<file path="config.mk">
export PLATFORM = sky130hd
export DESIGN_NAME = lir_lane
export DESIGN_NICKNAME = d
export VERILOG_FILES = /design/src/rtl/lir_pkg.sv /design/src/rtl/lir_lane.sv
export SDC_FILE = /design/constraint.sdc
export NUM_CORES = 2
export LEC_CHECK = 0
export ABC_AREA = 1
export BUFFER_PORTS_ARGS = -buffer_cell sky130_fd_sc_hd__clkbuf_2
export CELL_PAD_IN_SITES_DETAIL_PLACEMENT = 1
export CELL_PAD_IN_SITES_GLOBAL_PLACEMENT = 2
export CORE_MARGIN = 5
export CORE_UTILIZATION = 40
export DETAILED_ROUTE_END_ITERATION = 10
export HOLD_SLACK_MARGIN = 0.02
export PLACE_DENSITY = 0.83
export SLEW_MARGIN = 30
export SYNTH_ARGS = -nofsm -noshare
export SYNTH_HDL_FRONTEND = slang
export SYNTH_SLANG_ARGS = --single-unit
</file>
<file path="constraint.sdc">
create_clock -name clk -period 11.3 [get_ports clk]
set_input_delay 1.13 -clock clk [delete_from_list [all_inputs] [get_ports clk]]
set_output_delay 1.13 -clock clk [all_outputs]
set_load 0.005 [all_outputs]
</file>
<file path="src/rtl/lir_pkg.sv">
// shared constants and types of the linear interpolation resampler
package lir_pkg;
  localparam int unsigned FIELDS       = 4;
  localparam int unsigned MAX_CHANNELS = 4;
  localparam int unsigned MAX_UPSAMPLE = 8;
  localparam int unsigned SAMPLE_W     = 16;
  localparam int unsigned RATE_W       = 18;
  localparam int unsigned PHASE_W      = 19;
  localparam int unsigned COUNT_W      = 16;

  // configuration register indexes
  localparam logic [1:0] REG_CHANNELS = 2'd0;
  localparam logic [1:0] REG_IN_RATE  = 2'd1;
  localparam logic [1:0] REG_OUT_RATE = 2'd2;
  localparam logic [1:0] REG_LIMIT    = 2'd3;

  typedef logic signed [SAMPLE_W-1:0] sample_t;

  // one result frame
  typedef struct packed {
    sample_t [FIELDS-1:0]  samples;
    logic                  frame_valid;
    logic                  last_of_block;
    logic [COUNT_W-1:0]    frames_emitted;
  } result_t;
endpackage

</file>
<file path="src/rtl/lir_lane.sv">
// one channel lane: products, sum and a restoring divide by the output rate
module lir_lane (
  input  logic                          clk,
  input  logic                          rst,
  input  logic                          start,
  input  lir_pkg::sample_t              a,
  input  lir_pkg::sample_t              b,
  input  logic [lir_pkg::PHASE_W-1:0]   pos,
  input  logic [lir_pkg::RATE_W-1:0]    den,
  output logic                          done,
  output lir_pkg::sample_t              result
);
  localparam int unsigned QW = 17;
  localparam int unsigned MW = 34;
  localparam int unsigned RATE_W_L = lir_pkg::RATE_W;

  logic signed [34:0]   p1;
  logic signed [36:0]   p2;
  logic signed [16:0]   diff;
  logic signed [37:0]   num;
  logic [MW-1:0]        mag;
  logic                 neg;
  logic [RATE_W_L-1:0]  rem;
  logic [QW-1:0]        sh;
  logic [4:0]           step;
  logic [1:0]           phase;
  logic [RATE_W_L:0]    trial;

  assign diff  = 17'(b) - 17'(a);
  assign num   = 38'(p1) + 38'(p2);
  assign trial = {rem, sh[QW-1]};

  // multiply, then sum, then load the divider, then one quotient bit a cycle
  always_ff @(posedge clk) begin
    done <= 1'b0;
    if (rst) begin
      phase <= 2'd0;
      step  <= '0;
    end else begin
      unique case (phase)
        2'd0: if (start) begin
          p1    <= 35'($signed(a) * $signed({1'b0, den}));
          p2    <= 37'(diff * $signed({1'b0, pos}));
          phase <= 2'd1;
        end
        2'd1: begin
          neg   <= num[37];
          mag   <= MW'(num[37] ? -num : num);
          phase <= 2'd2;
        end
        2'd2: begin
          rem   <= RATE_W_L'(mag[MW-1:QW]);
          sh    <= mag[QW-1:0];
          step  <= '0;
          phase <= 2'd3;
        end
        default: begin
          if (trial >= {1'b0, den}) begin
            rem <= RATE_W_L'(trial - {1'b0, den});
            sh  <= {sh[QW-2:0], 1'b1};
          end else begin
            rem <= trial[RATE_W_L-1:0];
            sh  <= {sh[QW-2:0], 1'b0};
          end
          step <= step + 5'd1;
          if (step == 5'(QW - 1)) begin
            phase <= 2'd0;
            done  <= 1'b1;
          end
        end
      endcase
    end
  end

  // restore the sign, truncation toward zero
  always_comb begin
    result = neg ? -lir_pkg::sample_t'(sh[15:0]) : lir_pkg::sample_t'(sh[15:0]);
  end
endmodule

</file>
==> impl_metrics.env <==
export IMPL_cts_setup_buffers=0
export IMPL_synth_nets=5010
export IMPL_portBuffers=88
export IMPL_drv_slew=0
export IMPL_drive_above_1_share=0.0580
export IMPL_cts_sink_count=150
export IMPL_routabilityCongestion=0.893
export IMPL_period_needed_ns=8.95
export IMPL_slowest_stage="fa_1"
export IMPL_synthCells=4123
export IMPL_dr_first_iter_drc_count=1210
export IMPL_dpl_hpwl_mm=86.6
export IMPL_synth_avg_cell_area_sq_um=7.75
export IMPL_cts_tree="done"
export IMPL_seq_area_frac_synth=0.139
export IMPL_layout_common_cells="1019 x nand2_1, 992 x inv_1, 479 x fa_1, 335 x ha_1, 281 x nor2_1"
export IMPL_post_drt_wl_per_cell_um=19.2
export IMPL_r2r_end="mag[29]"
export IMPL_maxCapViolations=0
export IMPL_grt_pass1_wl_mm=159
export IMPL_drc=0
export IMPL_clock_skew_ns=0.0124
export IMPL_yosysUniqueCellTypes=56
export IMPL_ant_nets=0
export IMPL_synth_seq_cells=150
export IMPL_worst_skew_pair_late_latency_ns=0.44
export IMPL_num_rows=103
export IMPL_critPathCaptureType="flop"
export IMPL_synth_async_reset_ratio=0
export IMPL_dieHeight_um=293
export IMPL_timing_critical_path_from_type="input port"
export IMPL_viasPerCell=4.95
export IMPL_synth_top_area_share=0.300
export IMPL_grt_pass1_vias=28309
export IMPL_worstPathRequired_ns=11.48
export IMPL_cts_max_level=4
export IMPL_reg2reg_from="p1[19]"
export IMPL_fillers=9894
export IMPL_core_area_sq_um=79100
export IMPL_cts_resized=0
export IMPL_cts_buffers_inserted=17
export IMPL_hp_start="step[4]"
export IMPL_globalRouteOverflowTotal=0
export IMPL_hold_depth=2
export IMPL_wl_mm=99.7
export IMPL_nets=5011
export IMPL_fin_crit_sh=0.792
export IMPL_dp_slack_ns=1.86
export IMPL_track_usage=0.236
export IMPL_min_path_type="reg -> reg"
export IMPL_synth_area_leaders="fa_1 30%, edfxtp_1 13%, ha_1 13%, nand2_1 12%, inv_1 12%"
export IMPL_dr_pass1_iters=5
export IMPL_yosysTopAreaCell="fa_1"
export IMPL_hold_viol_final=0
export IMPL_cts_root_buf="clkbuf_16"
export IMPL_worst_slew_pin_slew_ns=0.967
export IMPL_status="complete, no violations"
export IMPL_min_to="done"
export IMPL_vias=25660
export IMPL_worst_path_max_fanout=19
export IMPL_setup_slack_ns=2.35
export IMPL_syn2layout_area_growth_pct=6.35
export IMPL_rsz0062_at_grt="no"
export IMPL_final_common_cell="nand2_1"
export IMPL_grt_max_degree=73
export IMPL_rr_worst_depth=14
export IMPL_io_pins=89
export IMPL_reg2reg_slack_ns=8.05
export IMPL_fmax_mhz=112
export IMPL_synthFlopType="edfxtp_1"
export IMPL_ctsHoldBuffers=0
export IMPL_antenna_found_initial=1
export IMPL_finalSetupViolations=0
export IMPL_die_area_sq_um=85600
export IMPL_relSlewSlack=0.355
export IMPL_cp_arrival_ns=9.12
export IMPL_clk_pin_slew_ns=0.07
export IMPL_synth_edf_count=142
export IMPL_critPathMaxStageDelay_ns=0.55
export IMPL_tns_ns=0
export IMPL_critical_path_class="in -> reg"
export IMPL_ys_warn_count=0
export IMPL_initial_core_util=0.404
export IMPL_syn_cell_area_sq_um=31900
export IMPL_die_w_um=293
export IMPL_cts_path_max_buffers=2
==> cells by family after synthesis <==
kind of cell	Yosys count	share of synthesized area
and+or+nand+nor	1584	0.205
DFF	150	0.139
xor gates and xnor gates	126	0.0358
buffers and inverters	1133	0.134
AOI/OAI and AO/OA	315	0.0550
adders and majority gates	815	0.432
==> per-stage QoR <==
stage,hold slack [ns],instance area (sq um),instances,utilization
finish,0.516,34000,5188,0.429
global route,0.545,34000,5188,0.429
CTS,0.519,33900,5186,0.429
detailed placement,0.510,33400,5154,0.422
global placement,0.502,33300,5153,0.421
floorplan,0.469,31900,4123,-
==> per-layer routing <==
layer,global-route usage,part of all wire
met5,0,0
met4,0.0612,0.030
met2,0.419,0.49
met1,0.304,0.43
met3,0.0363,0.043
==> worst max-delay path by stage <==
stage / start / to / slack [ns] / depth (start not counted)
global placement: a[0] / p2[34] / 1.96 / 36
detailed placement: a[0] / p2[34] / 1.86 / 34
floorplan: a[8] / p2[34] / 3.04 / 29
global route: a[0] / p2[33] / 1.81 / 33
CTS: a[0] / p2[34] / 2.31 / 34
finish: a[0] / p2[33] / 2.35 / 33
==> synthesized netlist by cell type (3+ instances only) <==
cell type and count:
a221oi_1 3, o21a_1 9, buf_1 9, a211oi_1 4
a21oi_1 144, buf_4 3, nand3_1 132, edfxtp_1 142
nand3_2 12, fa_1 479, a31oi_1 8, a21o_1 6
nor2_1 284, o31ai_1 4, a21oi_2 3, clkinv_1 9
o21ai_0 106, nor2_2 12, a21boi_0 3, nand3b_1 9
o21bai_1 5, nor3_1 23, xor2_1 83, nand4_1 24
nor4_1 10, o21ai_1 3, nand2_2 29, clkbuf_1 99
or2_2 20, ha_1 336, nand2_1 1019, inv_2 11
dfxtp_1 8, buf_2 8, inv_1 992, o211ai_1 8
xnor2_1 39
==> final cells by class <==
class / count / area (sq um) / area share
clock inverters: 15 / 144 / 0.00424
diodes: 1 / 2.50 / 0.0000737
flip-flops and latches: 150 / 4420 / 0.130
well taps: 1050 / 1310 / 0.0387
clock buffers: 17 / 425 / 0.0125
multi-input cells: 2840 / 23300 / 0.685
inverters: 1012 / 3800 / 0.112
repair buffers: 103 / 593 / 0.0175
==> worst max-delay path: cells and delay by family <==
kind	cells	cell delay, ns
AND/OR/NAND/NOR	11	1.45
AO/OA/AOI/OAI	5	1.06
buffers and inverters	7	1.09
XOR/XNOR	1	0.09
adder cells (fa/ha/maj)	9	4.26
==> flip-flops by register name (all words and copies together) (netlist names) <==
name	flops
sh	17
p2	37
rem	18
p1	35
mag	34
phase	2
neg	1
done	1
step	5
Power is left out: the tool's default activity adds up to more than one toggle a clock period on the data nets, which glitch-free logic cannot reach.
